**config.mk**
```make
export PLATFORM = sky130hd
export DESIGN_NAME = cda_front
export DESIGN_NICKNAME = d
export VERILOG_FILES = /design/src/hdl/cda_pkg.sv /design/src/hdl/cda_front.sv
export SDC_FILE = /design/constraint.sdc
export NUM_CORES = 2
export LEC_CHECK = 0
export BUFFER_PORTS_ARGS = -buffer_cell sky130_fd_sc_hd__buf_2
export CORE_UTILIZATION = 60
export CTS_CLUSTER_DIAMETER = 60
export CTS_CLUSTER_SIZE = 40
export DETAILED_ROUTE_END_ITERATION = 8
export GPL_ROUTABILITY_DRIVEN = 0
export PLACE_DENSITY = 0.78
export SKIP_LAST_GASP = 1
export SLEW_MARGIN = 15
export SYNTH_ARGS = -nofsm -noshare
export SYNTH_HDL_FRONTEND = slang
export SYNTH_SLANG_ARGS = --single-unit
```
**constraint.sdc**
```tcl
create_clock -name i_clk -period 8.5 [get_ports i_clk]
set_input_delay 0 -clock i_clk [delete_from_list [all_inputs] [get_ports i_clk]]
set_output_delay 0 -clock i_clk [all_outputs]
set_load 0.02 [all_outputs]
```
**src/hdl/cda_pkg.sv**
```systemverilog
// Shared types and constants of the cosine distance accumulator.
package cda_pkg;

    // Elements are signed Q3.12; products are Q7.24.
    localparam int ELEM_W     = 16;
    localparam int DOT_PROD_W = 32;   // signed a*b
    localparam int SQR_PROD_W = 31;   // unsigned a*a, b*b

    // Decoupling queue between front and back.
    localparam int QDEPTH = 4;
    localparam int QPTR_W = 2;
    localparam int QCNT_W = 3;

    // Fraction bits appended before the square roots.
    localparam int SQRT_SHIFT = 16;

    // Quotient bits of cos * 2^17 and their step counter.
    localparam int DIV_STEPS = 33;
    localparam int DIV_CNT_W = 6;

    localparam int DIST_W = 18;
    localparam logic [DIST_W-1:0] DIST_ONE = 18'd65536;

    typedef struct packed {
        logic signed [DOT_PROD_W-1:0] dot;
        logic [SQR_PROD_W-1:0]        aa;
        logic [SQR_PROD_W-1:0]        bb;
        logic                         add_en;
        logic                         last;
        logic                         too_long;
    } t_qentry;

endpackage

```
**src/hdl/cda_front.sv**
```systemverilog
// Front end: accepts element pairs, counts them against the length limit, forms products.
module cda_front
    import cda_pkg::*;
#(
    parameter int MAX_LEN = 1024
) (
    input  logic                     i_clk,
    input  logic                     i_rst_n,
    input  logic                     i_in_valid,
    input  logic signed [ELEM_W-1:0] i_elem_a,
    input  logic signed [ELEM_W-1:0] i_elem_b,
    input  logic                     i_last,
    input  logic                     i_full,
    output logic                     o_in_stall,
    output logic                     o_push,
    output t_qentry                  o_entry
);
    localparam int CNT_W = $clog2(MAX_LEN + 1);

    logic [CNT_W-1:0] r_cnt, n_cnt;
    logic             r_ovf, n_ovf;
    logic             w_add;
    logic             w_too_long;
    logic signed [DOT_PROD_W-1:0] w_ab;
    logic signed [DOT_PROD_W-1:0] w_aa;
    logic signed [DOT_PROD_W-1:0] w_bb;

    assign o_in_stall = i_full;
    assign o_push     = i_in_valid && !i_full;

    assign w_add      = (r_cnt != CNT_W'(MAX_LEN));
    assign w_too_long = r_ovf || !w_add;

    assign w_ab = DOT_PROD_W'(i_elem_a) * DOT_PROD_W'(i_elem_b);
    assign w_aa = DOT_PROD_W'(i_elem_a) * DOT_PROD_W'(i_elem_a);
    assign w_bb = DOT_PROD_W'(i_elem_b) * DOT_PROD_W'(i_elem_b);

    always_comb begin
        o_entry.dot      = w_ab;
        o_entry.aa       = w_aa[SQR_PROD_W-1:0];
        o_entry.bb       = w_bb[SQR_PROD_W-1:0];
        o_entry.add_en   = w_add;
        o_entry.last     = i_last;
        o_entry.too_long = w_too_long;
    end

    always_comb begin
        n_cnt = r_cnt;
        n_ovf = r_ovf;
        if (o_push) begin
            if (i_last) begin
                n_cnt = '0;
                n_ovf = 1'b0;
            end else begin
                n_cnt = r_cnt + CNT_W'(w_add);
                n_ovf = w_too_long;
            end
        end
    end

    always_ff @(posedge i_clk) begin
        if (!i_rst_n) begin
            r_cnt <= '0;
            r_ovf <= 1'b0;
        end else begin
            r_cnt <= n_cnt;
            r_ovf <= n_ovf;
        end
    end

endmodule

```
==> metrics.log <==
[metrics] post-route fraction of the period consumed by the critical path: 90.32%
[metrics] pin count of the biggest net entering global routing: 38
[metrics] Resized Gates After CTS: 0
[metrics] type of destination of the critical path: output pin
[metrics] Post-DP HPWL: 51,920 um
[metrics] Avg Vias per Cell: 5.476
[metrics] initial cell density of the core: 61.33%
[metrics] unrepaired setup endpoints after global routing: false
[metrics] smallest hold slack: 211.3 ps
[metrics] FF/Latch Area: 240.2 sq um
[metrics] largest area contributor in the netlist: fa_1
[metrics] EDFF count, synth: 0
[metrics] highest attainable clock frequency: 0.1303 GHz
[metrics] worst-margin pin slew: 1143 ps
[metrics] wire length of the first global-routing pass: 110,500 um
[metrics] leftover overflow at the end of global routing: 0
[metrics] root cell of the clock tree: clkbuf_16
[metrics] die area: 47,550 sq um
[metrics] Distinct cells, synth: 69
[metrics] initial antenna violation count: 1
[metrics] placeable core region: 45,670 sq um
[metrics] Hold WC Path Type: primary input to flip-flop
[metrics] CTS clk-pin slew, worst paths: 40 ps
[metrics] top post-synthesis cells by area: fa_1, inv_1, ha_1
[metrics] Worst Path Arrival: 7680 ps
[metrics] top flip-flop cell by instance count after synthesis: dfxtp_1
[metrics] via count of the routed design: 20.67k
[metrics] cell area after technology mapping: 28,010 sq um
[metrics] clock sinks: 12
[metrics] clk_lat worst skew: 240 ps
[metrics] # diodes: 0
[metrics] Filler cells: 3,809
[metrics] post-route DRC violation count: 0
[metrics] Site Rows: 78
[metrics] worst slew slack as a fraction of its limit: 22.62%
[metrics] post-synthesis cell count: 3,143
[metrics] final setup fails: 0
[metrics] Fin Setup TNS: 0 ps
[metrics] list of most frequent post-synthesis cells: inv_1, fa_1, nand2_1
[metrics] share of cells above drive strength 1: 5.230%
[metrics] setup fix buffers added after clock tree synthesis: 0
[metrics] DRT antenna net count: 0
[metrics] maximum fanout along the worst path: 26
[metrics] Yosys warnings: 0
[metrics] Max Root-Sink Buffers: 2
[metrics] status: finished clean
[metrics] flop and latch count out of synthesis: 12
[metrics] via count of the first global-routing pass: 23.12k
[metrics] clock buffers created by TritonCTS: 3
[metrics] Area Overhead vs Synth: 3.922%
[metrics] port bufs: 133
[metrics] CTS HTree Levels: 1
[metrics] total of hold buffers inserted after clock tree synthesis: 0
[metrics] max-cap violations: 0
[metrics] overall die height: 218.1 um
[metrics] IO Count: 136
[metrics] GRT Resource Usage Total: 29.10%
[metrics] final hold violation count: 0
[metrics] most common cell in the synthesized netlist: inv_1
[metrics] asr flop ratio synth: 0%
[metrics] part of the Yosys area used for sequential elements: 0.8576%
[metrics] per-cell routed wire length: 17.01 um
[metrics] # nets final: 4,192
[metrics] area of combinational cells with multiple inputs: 23,760 sq um
[metrics] count of pins over their slew limit: 0
[metrics] critical path class: primary input to output pin
[metrics] clk_skew: 1.029 ps
[metrics] required time at the worst-slack endpoint: 8500 ps
[metrics] setup slack, reg-to-reg: 6580 ps
[metrics] Initial DRC Count: 1,383
[metrics] proportion of netlist area held by the largest area contributor: 51.39%
[metrics] kind of start point of the critical path: primary input
[metrics] First-pass DRT Iterations: 6
[metrics] final critical delay including setup and external delays: 7677 ps
[metrics] Post-Synthesis Mean Instance Area: 8.912 sq um
[metrics] DRT Wirelength: 64,180 um
[metrics] Die Span X: 218.1 um
[metrics] CTS tree: done
-- state kept, by name, indices dropped and copies added, names as in the netlist --
| name | flops |
|---|---|
| r_cnt | 11 |
| r_ovf | 1 |
-- worst paths after layout --
| kind | from | depth (start not counted) | to |
|---|---|---|---|
| min | i_full | 4 | r_ovf |
| max | i_elem_b[3] | 23 | o_entry[95] |
| max reg2reg | r_cnt[2] | 7 | r_cnt[5] |
| min reg2reg | r_ovf | 2 | r_ovf |
-- cells in the final DEF, fill, tap and decap left out, drive strengths merged, types with 5 or more instances in the layout --
cell type / n
inv: 940
fa: 719
nand2: 292
ha: 261
nor2: 174
and2: 153
buf: 139
xnor2: 85
a21oi: 63
xor2: 34
a21o: 31
o21ai: 31
nand3: 25
nor3: 21
and3: 17
nand2b: 14
a211oi: 12
dfxtp: 12
o21a: 11
o21bai: 10
o211ai: 9
a31oi: 9
or2: 9
nor2b: 8
nand4: 8
a31o: 8
clkinv: 7
o311ai: 5
-- layer usage --
layer	vias up	GRT usage (%)	share of wire, %	wire length (um)
li1	9180	-	-	-
met2	727	52.07	52	33230
met5	-	0	0.020	13
met1	10607	37.38	38	24530
met4	2	8.089	2.9	1864
met3	149	3.068	7.1	4546
-- cell type report --
| cell class | instances | share of cell area (%) |
|---|---|---|
| clock buffer | 4 | 0.3052 |
| inverter | 947 | 12.21 |
| multi-input combinational | 2072 | 81.64 |
| sequential | 12 | 0.8253 |
| tap | 600 | 2.579 |
| timing repair buffer | 139 | 2.441 |
-- critical path, cell delays in order --
cell and delay (ps):
buf_2 460, clkinv_1 570, nor2_1 290, fa_1 440, inv_1 90, fa_1 420, fa_1 520, inv_1 60
fa_1 450, fa_1 510, inv_1 50, fa_1 470, inv_1 40, ha_1 340, a21o_1 200, a21oi_1 590
o221ai_1 290, a221oi_2 720, o221ai_1 280, o31ai_1 420, nand3_1 140, o311ai_1 110, buf_2 210
-- logic make-up (layout without fill, tap and decap cells) --
family          after synthesis  in the layout  synth area share, %
buf+inv                    1060           1090                14.32
fa+ha+maj                   980            980                63.05
simple gates                739            739                12.22
compound gates              228            228                5.677
xor+xnor                    119            119                3.721
flops                        12             12               0.8576
mux                           4              4               0.1519
other cells                   1              2              0.01339
-- stage by stage --
step	std cells	area (sq um)	setup WS [ps]	util (%)
after floorplan	3144	28010	2200	-
after global placement	3770	29020	1256	63.54
after detailed placement	3770	29020	1092	63.54
after CTS	3774	29110	1078	63.73
after global routing	3774	29110	443.2	63.73
final	3774	29110	823.1	63.73
Power is not shown: default switching activity piles up to over one toggle a cycle in this logic, so the estimate is an artifact.
