<file path="config.mk">
export PLATFORM = sky130hd
export DESIGN_NAME = cda_back
export DESIGN_NICKNAME = d
export VERILOG_FILES = /design/src/hdl/cda_pkg.sv /design/src/hdl/cda_sqrt.sv /design/src/hdl/cda_back.sv
export SDC_FILE = /design/constraint.sdc
export NUM_CORES = 2
export LEC_CHECK = 0
export BUFFER_PORTS_ARGS = -buffer_cell sky130_fd_sc_hd__buf_2
export CORE_ASPECT_RATIO = 2
export CORE_UTILIZATION = 55
export CTS_CLUSTER_DIAMETER = 50
export DETAILED_ROUTE_END_ITERATION = 12
export GPL_TIMING_DRIVEN = 1
export PLACE_DENSITY_LB_ADDON = 0.12
export SLEW_MARGIN = 10
export SYNTH_ARGS = -nofsm -noshare
export SYNTH_HDL_FRONTEND = slang
export SYNTH_HIERARCHICAL = 1
export SYNTH_SLANG_ARGS = --single-unit
</file>
<file path="constraint.sdc">
create_clock -name i_clk -period 12 [get_ports i_clk]
set_input_delay 1.2 -clock i_clk [delete_from_list [all_inputs] [get_ports i_clk]]
set_output_delay 1.2 -clock i_clk [all_outputs]
set_load 0.005 [all_outputs]
</file>
<file path="src/hdl/cda_pkg.sv">
// Shared types and constants of the cosine distance accumulator.
package cda_pkg;

    // Elements are signed Q3.12; products are Q7.24.
    localparam int ELEM_W     = 16;
    localparam int DOT_PROD_W = 32;   // signed a*b
    localparam int SQR_PROD_W = 31;   // unsigned a*a, b*b

    // Decoupling queue between front and back.
    localparam int QDEPTH = 4;
    localparam int QPTR_W = 2;
    localparam int QCNT_W = 3;

    // Fraction bits appended before the square roots.
    localparam int SQRT_SHIFT = 16;

    // Quotient bits of cos * 2^17 and their step counter.
    localparam int DIV_STEPS = 33;
    localparam int DIV_CNT_W = 6;

    localparam int DIST_W = 18;
    localparam logic [DIST_W-1:0] DIST_ONE = 18'd65536;

    typedef struct packed {
        logic signed [DOT_PROD_W-1:0] dot;
        logic [SQR_PROD_W-1:0]        aa;
        logic [SQR_PROD_W-1:0]        bb;
        logic                         add_en;
        logic                         last;
        logic                         too_long;
    } t_qentry;

endpackage

</file>
<file path="src/hdl/cda_sqrt.sv">
// Iterative integer square root, one root bit per cycle.
module cda_sqrt #(
    parameter int SQ_W = 29
) (
    input  logic              i_clk,
    input  logic              i_rst_n,
    input  logic              i_start,
    input  logic [2*SQ_W-1:0] i_value,
    output logic              o_done,
    output logic [SQ_W-1:0]   o_root
);
    localparam int CNT_W = $clog2(SQ_W + 1);

    logic [2*SQ_W-1:0] r_val;
    logic [SQ_W+1:0]   r_rem;
    logic [SQ_W-1:0]   r_root;
    logic [CNT_W-1:0]  r_cnt;
    logic              r_busy;
    logic              r_done;
    logic [SQ_W+1:0]   w_rem_sh;
    logic [SQ_W+1:0]   w_trial;
    logic              w_ge;

    assign w_rem_sh = {r_rem[SQ_W-1:0], r_val[2*SQ_W-1 -: 2]};
    assign w_trial  = {r_root, 2'b01};
    assign w_ge     = (w_rem_sh >= w_trial);
    assign o_done   = r_done;
    assign o_root   = r_root;

    always_ff @(posedge i_clk) begin
        if (i_start) begin
            r_val  <= i_value;
            r_rem  <= '0;
            r_root <= '0;
        end else if (r_busy) begin
            r_val  <= {r_val[2*SQ_W-3:0], 2'b00};
            r_rem  <= w_ge ? (w_rem_sh - w_trial) : w_rem_sh;
            r_root <= {r_root[SQ_W-2:0], w_ge};
        end
    end

    always_ff @(posedge i_clk) begin
        if (!i_rst_n) begin
            r_busy <= 1'b0;
            r_done <= 1'b0;
            r_cnt  <= '0;
        end else begin
            r_done <= 1'b0;
            if (i_start) begin
                r_busy <= 1'b1;
                r_cnt  <= '0;
            end else if (r_busy) begin
                r_cnt <= r_cnt + 1'b1;
                if (r_cnt == CNT_W'(SQ_W - 1)) begin
                    r_busy <= 1'b0;
                    r_done <= 1'b1;
                end
            end
        end
    end

endmodule

</file>
<file path="src/hdl/cda_back.sv">
// Back end: accumulates sums, then computes the distance with sqrt, multiply and long division.
module cda_back
    import cda_pkg::*;
#(
    parameter int NORM_W = 42,
    parameter int DOT_W  = 43,
    parameter int SQ_W   = 29
) (
    input  logic              i_clk,
    input  logic              i_rst_n,
    input  logic              i_q_valid,
    input  t_qentry           i_q_head,
    output logic              o_q_pop,
    output logic              o_out_valid,
    input  logic              i_out_stall,
    output logic [DIST_W-1:0] o_distance,
    output logic              o_zero_norm,
    output logic              o_too_long
);
    localparam int DEN_W = 2 * SQ_W;
    localparam int ST_W  = 4;

    localparam logic [ST_W-1:0] S_ACC = 4'd0;
    localparam logic [ST_W-1:0] S_STA = 4'd1;
    localparam logic [ST_W-1:0] S_WTA = 4'd2;
    localparam logic [ST_W-1:0] S_STB = 4'd3;
    localparam logic [ST_W-1:0] S_WTB = 4'd4;
    localparam logic [ST_W-1:0] S_MUL = 4'd5;
    localparam logic [ST_W-1:0] S_CMP = 4'd6;
    localparam logic [ST_W-1:0] S_DIV = 4'd7;
    localparam logic [ST_W-1:0] S_FIN = 4'd8;
    localparam logic [ST_W-1:0] S_OUT = 4'd9;

    logic [ST_W-1:0]          r_state;
    logic signed [DOT_W-1:0]  r_dot;
    logic [NORM_W-1:0]        r_na, r_nb;
    logic [SQ_W-1:0]          r_sa;
    logic [DEN_W-1:0]         r_den, r_mag;
    logic [DEN_W:0]           r_rem;
    logic [DIV_STEPS-1:0]     r_q;
    logic [DIV_CNT_W-1:0]     r_dcnt;
    logic                     r_neg;
    logic [DIST_W-1:0]        r_dist;
    logic                     r_zero, r_tl;

    logic                     w_sq_start;
    logic [DEN_W-1:0]         w_sq_in;
    logic                     w_sq_done;
    logic [SQ_W-1:0]          w_sq_root;
    logic [DEN_W-1:0]         w_prod;
    logic [DOT_W-1:0]         w_mag;
    logic [DEN_W:0]           w_rem_sh;
    logic                     w_ge;
    logic [DIV_STEPS:0]       w_qp1;
    logic [DIV_STEPS-1:0]     w_c;
    logic [DIST_W-1:0]        w_csat;

    assign o_q_pop     = i_q_valid && (r_state == S_ACC);
    assign o_out_valid = (r_state == S_OUT);
    assign o_distance  = r_dist;
    assign o_zero_norm = r_zero;
    assign o_too_long  = r_tl;

    assign w_sq_start = (r_state == S_STA && r_na != '0 && r_nb != '0) || (r_state == S_STB);
    assign w_sq_in    = (r_state == S_STB) ? DEN_W'({r_nb, {SQRT_SHIFT{1'b0}}})
                                           : DEN_W'({r_na, {SQRT_SHIFT{1'b0}}});

    cda_sqrt #(.SQ_W(SQ_W)) u_sqrt (
        .i_clk   (i_clk),
        .i_rst_n (i_rst_n),
        .i_start (w_sq_start),
        .i_value (w_sq_in),
        .o_done  (w_sq_done),
        .o_root  (w_sq_root)
    );

    assign w_prod   = r_sa * w_sq_root;
    assign w_mag    = r_dot[DOT_W-1] ? (DOT_W'(0) - DOT_W'(r_dot)) : DOT_W'(r_dot);
    assign w_rem_sh = {r_rem[DEN_W-1:0], 1'b0};
    assign w_ge     = (w_rem_sh >= {1'b0, r_den});
    assign w_qp1    = {1'b0, r_q} + 1'b1;
    assign w_c      = w_qp1[DIV_STEPS:1];
    assign w_csat   = (w_c > DIV_STEPS'(DIST_ONE)) ? DIST_ONE : w_c[DIST_W-1:0];

    always_ff @(posedge i_clk) begin
        if (!i_rst_n) begin
            r_state <= S_ACC;
            r_dot   <= '0;
            r_na    <= '0;
            r_nb    <= '0;
        end else begin
            case (r_state)
                S_ACC: begin
                    if (o_q_pop) begin
                        if (i_q_head.add_en) begin
                            r_dot <= r_dot + DOT_W'(i_q_head.dot);
                            r_na  <= r_na + NORM_W'(i_q_head.aa);
                            r_nb  <= r_nb + NORM_W'(i_q_head.bb);
                        end
                        if (i_q_head.last) begin
                            r_tl    <= i_q_head.too_long;
                            r_state <= S_STA;
                        end
                    end
                end
                S_STA: begin
                    // Zero norm: skip the arithmetic.
                    if (r_na == '0 || r_nb == '0) begin
                        r_dist  <= '0;
                        r_zero  <= 1'b1;
                        r_state <= S_OUT;
                    end else begin
                        r_zero  <= 1'b0;
                        r_state <= S_WTA;
                    end
                end
                S_WTA: begin
                    if (w_sq_done) begin
                        r_sa    <= w_sq_root;
                        r_state <= S_STB;
                    end
                end
                S_STB: begin
                    r_state <= S_WTB;
                end
                S_WTB: begin
                    if (w_sq_done) begin
                        r_state <= S_MUL;
                    end
                end
                S_MUL: begin
                    r_den   <= w_prod;
                    r_neg   <= r_dot[DOT_W-1];
                    r_mag   <= DEN_W'(w_mag);
                    r_state <= S_CMP;
                end
                S_CMP: begin
                    if (r_mag >= r_den) begin
                        r_dist  <= r_neg ? (DIST_ONE + DIST_ONE) : '0;
                        r_state <= S_OUT;
                    end else begin
                        r_rem   <= {1'b0, r_mag};
                        r_q     <= '0;
                        r_dcnt  <= '0;
                        r_state <= S_DIV;
                    end
                end
                S_DIV: begin
                    r_rem  <= w_ge ? (w_rem_sh - {1'b0, r_den}) : w_rem_sh;
                    r_q    <= {r_q[DIV_STEPS-2:0], w_ge};
                    r_dcnt <= r_dcnt + 1'b1;
                    if (r_dcnt == DIV_CNT_W'(DIV_STEPS - 1)) begin
                        r_state <= S_FIN;
                    end
                end
                S_FIN: begin
                    r_dist  <= r_neg ? (DIST_ONE + w_csat) : (DIST_ONE - w_csat);
                    r_state <= S_OUT;
                end
                S_OUT: begin
                    if (!i_out_stall) begin
                        r_dot   <= '0;
                        r_na    <= '0;
                        r_nb    <= '0;
                        r_state <= S_ACC;
                    end
                end
                default: begin
                    r_state <= S_ACC;
                end
            endcase
        end
    end

endmodule

</file>
==> reports/results.ini <==
[timing]
rsz0062_at_grt = false
final-setup-viol-count = 0
max_freq_mhz = 107
relSlewSlack_pct = 19.1
fin_crit_sh_pct = 77.6
slew_viol_final = 0
finalSetupTns_ps = 0
final.setup_skew_ps = 34.6
worstMarginPinSlew_ps = 1180
period_minus_slack_ps = 9310
hold_viol = 0

[global_routing]
antenna_found_initial = 10
grt_max_degree = 75
grt_use_total_pct = 33.0
overflow = 0
grt_pass1_wl_um = 283000
grt_pass1_vias = 51200

[setup_path]
crit_top_cell = fa_1
worstPathRequired_ps = 12390
max_stage_delay_ps = 640
slowest_stage = dfxtp_1
startpoint_type = flop
crit_arrival_ps = 9700
cp-end-kind = flop
worst-path-max-fanout = 18
crit_type = reg2reg

[clock_tree]
cts_tree = yes
path_clk_slew_ps = 60
ctsRootBufferMaster = clkbuf_16
clk_path_buf_depth = 3
clk_latency_ps = 680
cts-htree-levels = 2
cts_resized = 0
cts_hold_buffers = 0
clkSinkCount = 502
cts_made_buffers = 57
cts_setup_buffers = 0

[yosys]
synth_edf_count = 306
synth_seq_cells = 502
netlist_area_um2 = 60400
async_reset_ff_share_pct = 0
netlist_instances = 6605
synth_top_area_cell = fa_1
yosys-top-cells-area = fa_1 24%, edfxtp_1 15%, ha_1 10%
netlist.area_leader.share_pct = 24.1
syn_area_per_cell_um2 = 9.15
synth-main-ff-cell = edfxtp_1
ys_seq_area_share_pct = 21.7
synth_warnings = 6
synth.distinct_cells = 101

[layout]
final_layout_size_suffix_gt1_share_pct = 7.30
finalInstanceArea_um2 = 64200
nNetsFinal = 7882
regArea_um2 = 13100
area_delta_synth_final_pct = 6.22
multi_input_area_um2 = 42700
final_util_pct = 59.1
fillers = 9738

[pwr]
power_density_nw_per_um2 = 143
leakagePower_nw = 30.1
finalPower_mw = 9.17
vdd_drop_max_mv = 0.290

[route]
ant_nets = 0
num_vias = 47700
wirelength_um = 181000
routedWlPerCell_um = 22.6
first_iter_violations = 2802
drt_first_pass_iters = 6
drc = 0
vias_per_cell = 5.96

[placed_design]
place_area_um2 = 62200
globalplace.congestion = 0.963
port_buffers = 122
dp_hpwl_um = 142000

[hold_path]
hp-class = reg2reg

[status]
outcome = finished, final reports clean

[run]
cap_viol_max_count = 0

[floorplanning]
fp.dieW_um = 236
io_pins = 123
die_h_um = 471
core_um2 = 109000
rows = 171
start_util_pct = 55.6
die-area_um2 = 111000

cell usage after synthesis, types with 43 or more instances:
cell,number
a21o_1,157
a21oi_1,272
a22oi_1,58
a31oi_1,57
and2_1,503
and3_1,50
clkbuf_1,287
dfxtp_1,196
edfxtp_1,306
fa_1,728
ha_1,489
inv_1,914
mux2_2,100
nand2_1,736
nand2b_1,43
nand3_1,92
nand4_1,60
nor2_1,339
nor3_1,63
nor4_1,45
o21a_1,47
o21ai_0,232
xnor2_1,168
xor2_1,117
report_power, final:
group	internal [mW]	switching [mW]	leakage, nW
logic	1.91	2.88	24.9
clock network	1.01	0.824	0.941
registers	2.29	0.266	4.33
flip-flops by register name, summed over array words and instances (netlist names), 33 cells and up:
register      cells
r_rem            58
r_na             42
r_mag            43
r_dot            43
r_den            58
r_q              33
r_nb             42
u_sqrt/r_val     58
cell type report:
cell class | instances | area share, %
clock inverter | 41 | 0.678
multi-input combinational | 4883 | 66.6
antenna | 4 | 0.0156
tap | 1384 | 2.70
clock buffer | 66 | 2.34
timing repair buffer | 204 | 1.91
sequential | 502 | 20.4
inverter | 916 | 5.36
cells in the final DEF (no fill, tap or decap), types with 58 or more instances in the layout:
master	instances
inv_1	914
a21oi_1	272
xnor2_1	168
dfxtp_1	190
nand3_1	91
nor2_1	334
edfxtp_1	306
buf_4	82
nand4_1	60
xor2_1	117
ha_1	489
a21o_1	157
buf_2	122
a22oi_1	58
and2_1	502
mux2_2	100
o21ai_0	231
clkbuf_16	58
nor3_1	62
nand2_1	736
fa_1	728
stage by stage:
| step | hold slack (ps) | worst slack [ps] | std cells |
|---|---|---|---|
| 3_3_place_gp | 474 | 3100 | 7889 |
| 4_1_cts | 489 | 2810 | 7996 |
| 6_report | 489 | 2690 | 8000 |
| 2_1_floorplan | 406 | 4180 | 6620 |
| 3_5_place_dp | 480 | 2870 | 7889 |
| 5_1_grt | 513 | 2240 | 7999 |
path summary, 6_finish.rpt:
path	startpoint	to	slack (ps)	cells after the start
setup reg to reg	u_sqrt/o_root[2]	r_den[57]	2690	25
setup / recovery	u_sqrt/o_root[2]	r_den[57]	2690	25
hold reg to reg	u_sqrt/r_rem[28]	u_sqrt/r_rem[28]	490	2
hold / removal	u_sqrt/r_rem[28]	u_sqrt/r_rem[28]	490	2
critical path: cells and delay by family, from the launching register on:
family                     cells  cell delay (ps)
and+or+nand+nor                1              170
muxes                          1              130
DFF                            1              640
AOI/OAI and AO/OA              9             3140
buffers and inverters          5              550
adders and majority gates      9             4410
kinds of logic after synthesis:
logic type,after synthesis,share of synthesized area [%]
simple gates,2091,17.2
buf+inv,1235,7.81
fa+ha+maj,1217,34.2
compound gates,1133,12.4
flops,502,21.7
xor+xnor,285,4.13
mux,141,2.54
other cells,1,0.00621
layer usage:
| metal | track usage (%) | vias to the layer above | share of wire, % | wire length (µm) |
|---|---|---|---|---|
| met3 | 3.96 | 648 | 4.5 | 8140 |
| met1 | 34.0 | 23700 | 35 | 62800 |
| met4 | 22.4 | 6 | 7.7 | 13900 |
| met2 | 61.6 | 1547 | 53 | 95800 |
| li1 | - | 21800 | - | - |
| met5 | 0 | - | 0.024 | 43 |
Note: power is estimated with default switching activity, not from simulation.
