==> src/hdl/cda_pkg.sv <==
// Shared types and constants of the cosine distance accumulator.
package cda_pkg;

    // Elements are signed Q3.12; products are Q7.24.
    localparam int ELEM_W     = 16;
    localparam int DOT_PROD_W = 32;   // signed a*b
    localparam int SQR_PROD_W = 31;   // unsigned a*a, b*b

    // Decoupling queue between front and back.
    localparam int QDEPTH = 4;
    localparam int QPTR_W = 2;
    localparam int QCNT_W = 3;

    // Fraction bits appended before the square roots.
    localparam int SQRT_SHIFT = 16;

    // Quotient bits of cos * 2^17 and their step counter.
    localparam int DIV_STEPS = 33;
    localparam int DIV_CNT_W = 6;

    localparam int DIST_W = 18;
    localparam logic [DIST_W-1:0] DIST_ONE = 18'd65536;

    typedef struct packed {
        logic signed [DOT_PROD_W-1:0] dot;
        logic [SQR_PROD_W-1:0]        aa;
        logic [SQR_PROD_W-1:0]        bb;
        logic                         add_en;
        logic                         last;
        logic                         too_long;
    } t_qentry;

endpackage

==> src/hdl/cda_queue.sv <==
// Short FIFO of classified pairs between front and back.
module cda_queue
    import cda_pkg::*;
(
    input  logic    i_clk,
    input  logic    i_rst_n,
    input  logic    i_push,
    input  t_qentry i_entry,
    input  logic    i_pop,
    output logic    o_full,
    output logic    o_valid,
    output t_qentry o_head
);
    t_qentry           r_mem [QDEPTH];
    logic [QPTR_W-1:0] r_wr, r_rd;
    logic [QCNT_W-1:0] r_cnt;

    assign o_full  = (r_cnt == QCNT_W'(QDEPTH));
    assign o_valid = (r_cnt != '0);
    assign o_head  = r_mem[r_rd];

    always_ff @(posedge i_clk) begin
        if (i_push) begin
            r_mem[r_wr] <= i_entry;
        end
    end

    always_ff @(posedge i_clk) begin
        if (!i_rst_n) begin
            r_wr  <= '0;
            r_rd  <= '0;
            r_cnt <= '0;
        end else begin
            if (i_push) begin
                r_wr <= r_wr + 1'b1;
            end
            if (i_pop) begin
                r_rd <= r_rd + 1'b1;
            end
            r_cnt <= r_cnt + QCNT_W'(i_push) - QCNT_W'(i_pop);
        end
    end

endmodule

==> config.mk <==
export PLATFORM = sky130hd
export DESIGN_NAME = cda_queue
export DESIGN_NICKNAME = d
export VERILOG_FILES = /design/src/hdl/cda_pkg.sv /design/src/hdl/cda_queue.sv
export SDC_FILE = /design/constraint.sdc
export NUM_CORES = 1
export LEC_CHECK = 0
export BUFFER_PORTS_ARGS = -buffer_cell sky130_fd_sc_hd__buf_4
export CORE_ASPECT_RATIO = 2
export CORE_UTILIZATION = 59
export CTS_BUF_LIST = sky130_fd_sc_hd__clkbuf_8
export CTS_CLUSTER_SIZE = 14
export DETAILED_ROUTE_END_ITERATION = 16
export PLACE_DENSITY = 0.82
export SKIP_CTS_REPAIR_TIMING = 1
export SLEW_MARGIN = 15
export SYNTH_ARGS = -nofsm -noshare
export SYNTH_HDL_FRONTEND = slang
export SYNTH_SLANG_ARGS = --single-unit
export TNS_END_PERCENT = 10
==> constraint.sdc <==
create_clock -name i_clk -period 3.8 [get_ports i_clk]
set_clock_uncertainty 0.1 [all_clocks]
set_input_delay 0.38 -clock i_clk [delete_from_list [all_inputs] [get_ports i_clk]]
set_output_delay 0.38 -clock i_clk [all_outputs]
set_load 0.05 [all_outputs]
==> results of run 1 <==
-- power breakdown --
part	total [mW]	switching [mW]	internal (mW)
Combinational	1.62	1.01	0.610
Clock	2.91	1.45	1.46
Sequential	5.11	0.0744	5.03
-- state kept, by name, summed over array words and instances (netlist names), named ones only --
register	flops
r_cnt	3
r_mem	388
r_wr	2
r_rd	2
-- cells by family (layout without fill, tap and decap cells) --
| kind of cell | Yosys count | in the layout | synth area share, % |
|---|---|---|---|
| DFF | 397 | 397 | 82.0 |
| muxes | 98 | 98 | 15.2 |
| buffers and inverters | 29 | 405 | 1.21 |
| and+or+nand+nor | 14 | 14 | 0.529 |
| adders and majority gates | 7 | 7 | 0.659 |
| xor gates and xnor gates | 3 | 3 | 0.286 |
| AOI/OAI and AO/OA | 2 | 2 | 0.104 |
| other | 0 | 3 | 0 |
-- per-stage QoR --
stage                     cells  area [um2]  power, mW  util [%]
after floorplan             550       14400       6.23         -
after global placement     1022       16300       6.69      68.0
after detailed placement   1022       16300       6.74      68.0
after CTS                  1115       17200       9.61      72.0
after global routing       1216       18200       9.96      76.2
final                      1216       18200       9.64      76.2
-- layer usage --
layer	vias to the layer above	track usage, %	part of all wire [%]
li1	3037	-	-
met1	3568	23.9	34
met2	259	39.0	57
met3	72	4.16	4.8
met4	0	11.8	4.0
met5	-	0	0
-- layout make-up --
| cell class | instances | area, um2 | area share [%] |
|---|---|---|---|
| diodes | 3 | 7.51 | 0.0412 |
| clock buffers | 51 | 702 | 3.85 |
| clock inverters | 42 | 254 | 1.39 |
| inverters | 7 | 26.3 | 0.144 |
| multi-input cells | 124 | 2430 | 13.4 |
| flip-flops and latches | 397 | 11800 | 65.0 |
| well taps | 287 | 359 | 1.97 |
| repair buffers | 305 | 2600 | 14.3 |
-- how the worst max path moves through the flow --
stage	from	endpoint	slack [ns]	cells past startpoint
after detailed placement	flop	o_head[10]	1.39	3
final	flop	o_head[62]	0.81	3
after global placement	flop	o_head[21]	1.42	3
after floorplan	r_wr[0]	r_mem[0][0]	0.45	3
after CTS	flop	o_head[10]	0.77	3
after global routing	flop	o_head[10]	0.73	3
-- placed cells by master, fill, tap and decap left out, types with 2 or more instances in the layout --
master	count
mux4_2	97
edfxtp_1	388
dfxtp_4	2
clkinv_2	8
clkinv_1	17
and2_1	2
buf_12	5
buf_4	202
dlygate4sd3_1	98
ha_1	6
diode_2	3
and2_4	4
bufinv_16	3
clkinvlp_4	2
xnor2_1	2
clkbuf_8	51
dfxtp_1	7
inv_1	19
nor2_1	5
-- worst min-delay path: stages --
cell and delay, ns:
buf_4 0.11, xnor2_1 0.08, nor2_1 0.08
==> results.sh, run 1 <==
export IMPL_root_buffer="clkbuf_8"
export IMPL_hold_viol_final=0
export IMPL_synth_common_cells="388 x edfxtp_1, 97 x mux4_2, 11 x buf_2"
export IMPL_syn_cell_area_um2=14400
export IMPL_antenna_left=0
export IMPL_drtPass1Iterations=5
export IMPL_area_growth_pct=26.3
export IMPL_synth_top_area_cell="edfxtp_1"
export IMPL_synth_top_cell_area_share_pct=80.7
export IMPL_grt_pass1_wl_um=39500
export IMPL_path_buf_inv=2
export IMPL_cts_reportedPaths_clkPinSlew_ns=0.07
export IMPL_r2r_start="r_wr[1]"
export IMPL_ys_async_sr_fraction_pct=0
export IMPL_cp_top_family="flip-flops"
export IMPL_ff2ff_path_depth=4
export IMPL_post_place_ws_ns=1.39
export IMPL_critPathKind="flop to primary output"
export IMPL_die_area_um2=25100
export IMPL_min_to="r_rd[0]"
export IMPL_pin_count=200
export IMPL_vias_per_cell=5.70
export IMPL_synth_most_common_cell="edfxtp_1"
export IMPL_hold_depth=3
export IMPL_fin_tns_setup_ns=0
export IMPL_crit_arrival_ns=2.51
export IMPL_grt_pass1_vias=7047
export IMPL_die_h_um=223
export IMPL_p_leak_nw=6.27
export IMPL_fill_cells=1215
export IMPL_clk_path_buf_depth=3
export IMPL_slew_viol_final=0
export IMPL_timing_rr_end="r_mem[1][35]"
export IMPL_required_ns=3.32
export IMPL_max_stage_delay_ns=0.79
export IMPL_rsz0062_at_grt="no"
export IMPL_drive_above_1_share_pct=40.5
export IMPL_drt_iter0_markers=444
export IMPL_antenna_found_initial=2
export IMPL_crit_chain="buf_4 > mux4_2 > buf_4"
export IMPL_cpMostUsedCell="buf_4"
export IMPL_peakVddDrop_v=0.000451
export IMPL_std_cell_rows=80
export IMPL_post_drt_wl_per_cell_um=23.6
export IMPL_hold_start="i_pop"
export IMPL_r2r_slack_ns=1.73
export IMPL_synth_nets=658
export IMPL_core_um2=23900
export IMPL_seq_area_frac_synth_pct=82.0
export IMPL_slew_limit_headroom_pct=49.4
export IMPL_gp_congestion=0.752
export IMPL_ys_ff_latch=397
export IMPL_crit_fanout=44
export IMPL_grt_ovfl_total=0
export IMPL_synth_edf_count=388
export IMPL_syn_inst=550
export IMPL_status="completed"
export IMPL_numCtsBuffers=50
export IMPL_whs_ns=0.0277
export IMPL_hp_class="input pin to flop"
export IMPL_drc=0
export IMPL_finalSetupViolations=0
export IMPL_yosysWarningCount=0
export IMPL_syn_area_per_cell_um2=26.2
export IMPL_synth_cell_type_count=20
export IMPL_cts_sinks=397
export IMPL_insertion_delay_ns=0.56
export IMPL_drv_cap=0
export IMPL_period_share_pct=78.6
export IMPL_via_count=6936
export IMPL_clock_fmax_mhz=335
export IMPL_grt_use_total_pct=21.7
export IMPL_endpoint_kind="primary output"
export IMPL_htree_levels=2
export IMPL_nets=993
export IMPL_start_util_pct=60.3
export IMPL_power_per_cell_area_nw_per_um2=529
export IMPL_hpwl_um=16300
export IMPL_fin_ws_ns=0.812
export IMPL_period_needed_ns=2.99
export IMPL_worst_pin_slew_ns=0.759
export IMPL_cts_tree="built"
export IMPL_drt_total_wl_um=28700
export IMPL_io_buffers=199
export IMPL_synth_flop_cell="edfxtp_1"
export IMPL_crit_slowest_cell="dfxtp_4"
export IMPL_start_kind="flop"
export IMPL_synth_area_leaders="edfxtp_1 81%, mux4_2 15%, dfxtp_1 1.2%"
export IMPL_die_x_um=113
export IMPL_grt_max_degree=98
(Power assumes the default switching activity.)
==> run 2: changes to the inputs <==
==> constraint.sdc (replaced) <==
create_clock -name i_clk -period 3 [get_ports i_clk]
set_clock_uncertainty 0.1 [all_clocks]
set_input_delay 0.3 -clock i_clk [delete_from_list [all_inputs] [get_ports i_clk]]
set_output_delay 0.3 -clock i_clk [all_outputs]
set_load 0.05 [all_outputs]
==> run 2 against run 1 <==
Against the previous run:
- global-route usage is 1.1 points higher
- highest routed layer unchanged
- die area is the same
- wire length grew 4.4%
- final area increased by 0.27%
- the run now ends with negative hold slack left
- final cell count increased by 0.82%
- critical path depth unchanged
- total power grew 26%
- non-clock buffer count up 10
- worst setup slack worse by 0.50 ns
- sequential share of layout area shrank 0.18 points
==> results.sh, run 2 (synthesis results as in run 1) <==
export IMPL_grt_pass1_vias=7377
export IMPL_die_x_um=113
export IMPL_hold_viol_final=1
export IMPL_top_regs="r_mem (388), r_cnt (3)"
export IMPL_grt_pass1_wl_um=41700
export IMPL_crit_slowest_cell="mux4_2"
export IMPL_htree_levels=2
export IMPL_cts_tree="built"
export IMPL_start_kind="flop"
export IMPL_placed_cells=1031
export IMPL_crit_chain="buf_12 > mux4_2 > buf_4"
export IMPL_fin_ws_ns=0.314
export IMPL_status="finished with violations"
export IMPL_hpwl_um=18200
export IMPL_violations="negative hold slack"
export IMPL_crit_arrival_ns=2.29
export IMPL_antenna_left=0
export IMPL_power_per_cell_area_nw_per_um2=667
export IMPL_post_place_ws_ns=0.871
export IMPL_grt_max_degree=59
export IMPL_peakVddDrop_v=0.000582
export IMPL_worst_pin_slew_ns=0.870
export IMPL_antenna_found_initial=5
export IMPL_regMostFlops="r_mem"
export IMPL_cp_top_family="multiplexers"
export IMPL_clock_fmax_mhz=372
export IMPL_cts_sinks=397
export IMPL_die_area_um2=25100
export IMPL_io_buffers=199
export IMPL_std_cell_rows=80
export IMPL_pin_count=200
export IMPL_root_buffer="clkbuf_8"
export IMPL_cts_reportedPaths_clkPinSlew_ns=0.07
export IMPL_hp_class="input pin to flop"
export IMPL_grt_ovfl_total=0
export IMPL_ff2ff_path_depth=4
export IMPL_nets=1002
export IMPL_p_leak_nw=6.31
export IMPL_insertion_delay_ns=0.55
export IMPL_final_common_cell="edfxtp_1"
export IMPL_via_count=7070
export IMPL_drc=0
export IMPL_vias_per_cell=5.77
export IMPL_whs_ns=-0.00662
export IMPL_clk_path_buf_depth=3
export IMPL_post_drt_wl_per_cell_um=24.4
export IMPL_rsz0062_at_grt="no"
export IMPL_start_util_pct=60.3
export IMPL_path_buf_inv=2
export IMPL_finalSetupViolations=0
export IMPL_die_h_um=223
export IMPL_layout_common_cells="388 x edfxtp_1, 212 x buf_4, 99 x dlygate4sd3_1, 97 x mux4_2, 50 x clkbuf_8"
export IMPL_grt_use_total_pct=22.8
export IMPL_drv_cap=0
export IMPL_period_share_pct=89.5
export IMPL_area_growth_pct=26.6
export IMPL_cp_num_cells=3
export IMPL_numCtsBuffers=49
export IMPL_slew_viol_final=0
export IMPL_drt_total_wl_um=29900
export IMPL_crit_fanout=35
export IMPL_drt_iter0_markers=467
export IMPL_drive_above_1_share_pct=41.9
export IMPL_post_layout_nonfiller_instances=1226
export IMPL_critPathKind="flop to primary output"
export IMPL_period_needed_ns=2.69
export IMPL_core_um2=23900
export IMPL_hold_depth=3
export IMPL_slew_limit_headroom_pct=42.0
export IMPL_gp_congestion=0.761
export IMPL_r2r_slack_ns=0.99
export IMPL_required_ns=2.60
export IMPL_max_stage_delay_ns=0.61
export IMPL_largest_register_ff_count=388
export IMPL_endpoint_kind="primary output"
export IMPL_drtPass1Iterations=4
-- run 2: where the power goes --
group          switching [mW]  leakage, nW  internal [mW]
registers               0.101         3.64           6.37
clock network            1.88        0.520           1.75
logic                    1.29         2.15          0.785
total                    3.27         6.31           8.91
-- run 2: worst paths after layout --
| check | from | end |
|---|---|---|
| max reg2reg | r_wr[0] | r_mem[2][18] |
| min | i_push | r_wr[0] |
| min reg2reg | r_rd[1] | flop |
| max | flop | o_head[30] |
-- run 2: layout make-up --
cell class                 instances  area (um2)
timing repair buffer             315        2660
multi-input combinational        124        2430
clock buffer                      50         688
sequential                       397       11800
fill                            1212        5660
inverter                           7        26.3
tap                              287         359
antenna                            5        12.5
clock inverter                    41         248
-- run 2: metrics by stage --
step	power [mW]	instance area [um2]	utilization [%]	setup TNS, ns
global placement	8.49	16300	68.3	0
floorplan	7.89	14400	-	-98.96
global route	12.6	18300	76.4	0
CTS	12.1	17300	72.2	0
detailed placement	8.56	16300	68.3	0
finish	12.2	18300	76.4	0
-- run 2: tightest hold or removal path, cell delays in order --
cell,delay (ns)
buf_4,0.15
xnor2_1,0.09
nor2_1,0.07
-- run 2: metal layers --
layer	vias up	track usage [%]	share of wire, %
met5	-	0	0
met4	0	11.6	4.4
met3	74	3.99	4.2
met2	256	41.8	57
met1	3686	25.1	35
li1	3054	-	-
==> run 3: changes to the inputs <==
--- a/config.mk
+++ b/config.mk
@@ -7,11 +7,10 @@
 export LEC_CHECK = 0
 export BUFFER_PORTS_ARGS = -buffer_cell sky130_fd_sc_hd__buf_4
 export CORE_ASPECT_RATIO = 2
-export CORE_UTILIZATION = 59
+export CORE_UTILIZATION = 30
 export CTS_BUF_LIST = sky130_fd_sc_hd__clkbuf_8
 export CTS_CLUSTER_SIZE = 14
 export DETAILED_ROUTE_END_ITERATION = 16
-export PLACE_DENSITY = 0.82
 export SKIP_CTS_REPAIR_TIMING = 1
 export SLEW_MARGIN = 15
 export SYNTH_ARGS = -nofsm -noshare
==> constraint.sdc (replaced) <==
create_clock -name i_clk -period 2.4 [get_ports i_clk]
set_clock_uncertainty 0.1 [all_clocks]
set_input_delay 0.24 -clock i_clk [delete_from_list [all_inputs] [get_ports i_clk]]
set_output_delay 0.24 -clock i_clk [all_outputs]
set_load 0.05 [all_outputs]
==> run 3 against run 2 <==
Against the previous run:
- the run now ends clean
- wire length up 2.6%
- clock power increased by 26%
- highest routed layer unchanged
- utilization is 36 points lower
- via count shrank 2.3%
- sequential cell count stayed put
==> results.sh, run 3 (synthesis results as in run 1) <==
export IMPL_slew_viol_final=0
export IMPL_numCtsBuffers=53
export IMPL_drt_iter0_markers=310
export IMPL_cp_top_family="buffers and inverters"
export IMPL_regArea_um2=11800
export IMPL_start_util_pct=30.4
export IMPL_r2r_slack_ns=0.66
export IMPL_endpoint="o_head[88]"
export IMPL_drive_above_1_share_pct=41.1
export IMPL_top_regs="r_mem (388), r_cnt (3)"
export IMPL_final_common_cell="edfxtp_1"
export IMPL_fill_cells=4307
export IMPL_clk_path_buf_depth=3
export IMPL_whs_ns=0.260
export IMPL_drc=0
export IMPL_io_buffers=199
export IMPL_placed_cells=1373
export IMPL_endpoint_kind="primary output"
export IMPL_power_per_cell_area_nw_per_um2=805
export IMPL_r2r_start="r_wr[0]"
export IMPL_htree_levels=2
export IMPL_crit_chain="buf_12 > clkbuf_16 > mux4_2 > buf_6"
export IMPL_drv_cap=0
export IMPL_peakVddDrop_v=0.000460
export IMPL_root_buffer="clkbuf_8"
export IMPL_cts_reportedPaths_clkPinSlew_ns=0.06
export IMPL_post_layout_nonfiller_instances=1578
export IMPL_area_growth_pct=33.7
export IMPL_status="completed"
export IMPL_core_um2=47500
export IMPL_cp_num_cells=4
export IMPL_fin_area_um2=19300
export IMPL_antenna_found_initial=2
export IMPL_clock_fmax_mhz=419
export IMPL_crit_fanout=9
export IMPL_required_ns=2.06
export IMPL_cts_tree="built"
export IMPL_std_cell_rows=113
export IMPL_hold_viol_final=0
export IMPL_timing_rr_end="r_mem[2][61]"
export IMPL_die_x_um=157
export IMPL_crit_arrival_ns=2.04
export IMPL_slew_limit_headroom_pct=60.5
export IMPL_gp_congestion=0.699
export IMPL_grt_pass1_vias=7307
export IMPL_hpwl_um=18000
export IMPL_period_share_pct=99.4
export IMPL_grt_max_degree=64
export IMPL_grt_ovfl_total=0
export IMPL_hp_class="input pin to flop"
export IMPL_p_leak_nw=6.54
export IMPL_drtPass1Iterations=4
export IMPL_period_needed_ns=2.38
export IMPL_pin_count=200
export IMPL_fin_tns_setup_ns=0
export IMPL_crit_slowest_cell="mux4_2"
export IMPL_worst_pin_slew_ns=0.592
export IMPL_antenna_left=0
export IMPL_cts_sinks=397
export IMPL_multiInputGateArea_um2=2430
export IMPL_via_count=6908
export IMPL_place_area_um2=16800
export IMPL_ff2ff_path_depth=4
export IMPL_start_kind="flop"
export IMPL_regMostFlops="r_mem"
export IMPL_layout_common_cells="388 x edfxtp_1, 115 x buf_4, 100 x dlygate4sd3_1, 97 x mux4_2, 89 x buf_6"
export IMPL_max_stage_delay_ns=0.53
export IMPL_die_area_um2=49000
export IMPL_post_drt_wl_per_cell_um=19.5
export IMPL_die_h_um=312
export IMPL_critPathKind="flop to primary output"
export IMPL_finalSetupViolations=0
export IMPL_grt_use_total_pct=12.2
export IMPL_rsz0062_at_grt="yes"
export IMPL_insertion_delay_ns=0.62
export IMPL_largest_register_ff_count=388
export IMPL_nets=1012
export IMPL_grt_pass1_wl_um=43200
export IMPL_vias_per_cell=4.38
export IMPL_drt_total_wl_um=30700
export IMPL_post_route_util_pct=40.6
export IMPL_path_buf_inv=3
==> run 3: worst min-delay path by stage <==
stage	end	slack, ns	startpoint	cells after the start
after detailed placement	r_mem[3][53]	0.34	i_entry[53]	1
after CTS	r_mem[2][25]	-0.35	i_entry[25]	1
final	r_mem[1][38]	0.26	i_entry[38]	2
after floorplan	r_mem[0][0]	0.24	i_entry[0]	0
after global routing	r_mem[0][32]	0.22	i_entry[32]	2
after global placement	r_mem[3][95]	0.34	i_entry[95]	1
==> run 3: final cells by class <==
| type | count | area share [%] |
|---|---|---|
| Sequential cell | 397 | 61.4 |
| Timing Repair Buffer | 321 | 16.8 |
| Multi-Input combinational cell | 124 | 12.6 |
| Tap cell | 632 | 4.10 |
| Clock buffer | 55 | 3.92 |
| Clock inverter | 40 | 0.999 |
| Inverter | 7 | 0.136 |
| Antenna cell | 2 | 0.0259 |
==> run 3: through the flow <==
step           setup WS (ns)  power [mW]
6_report              0.0156        15.5
5_1_grt              -0.0777        16.1
4_1_cts               -0.167        15.4
3_5_place_dp           0.512        10.7
3_3_place_gp           0.512        10.7
2_1_floorplan         -0.953        9.86
==> run 3: where the power goes <==
part / leakage (nW) / switching, mW / total, mW / internal, mW
Clock: 0.543 / 2.37 / 4.59 / 2.22
Combinational: 2.35 / 1.69 / 2.88 / 1.19
Sequential: 3.64 / 0.0823 / 8.05 / 7.97
Total: 6.54 / 4.15 / 15.5 / 11.4
==> run 3: routing by layer <==
| layer | vias to the layer above | global-route usage, % | share of wire [%] |
|---|---|---|---|
| li1 | 3065 | - | - |
| met2 | 205 | 22.8 | 56 |
| met3 | 65 | 2.91 | 5.0 |
| met5 | - | 0 | 0 |
| met4 | 0 | 7.06 | 4.1 |
| met1 | 3573 | 12.1 | 35 |
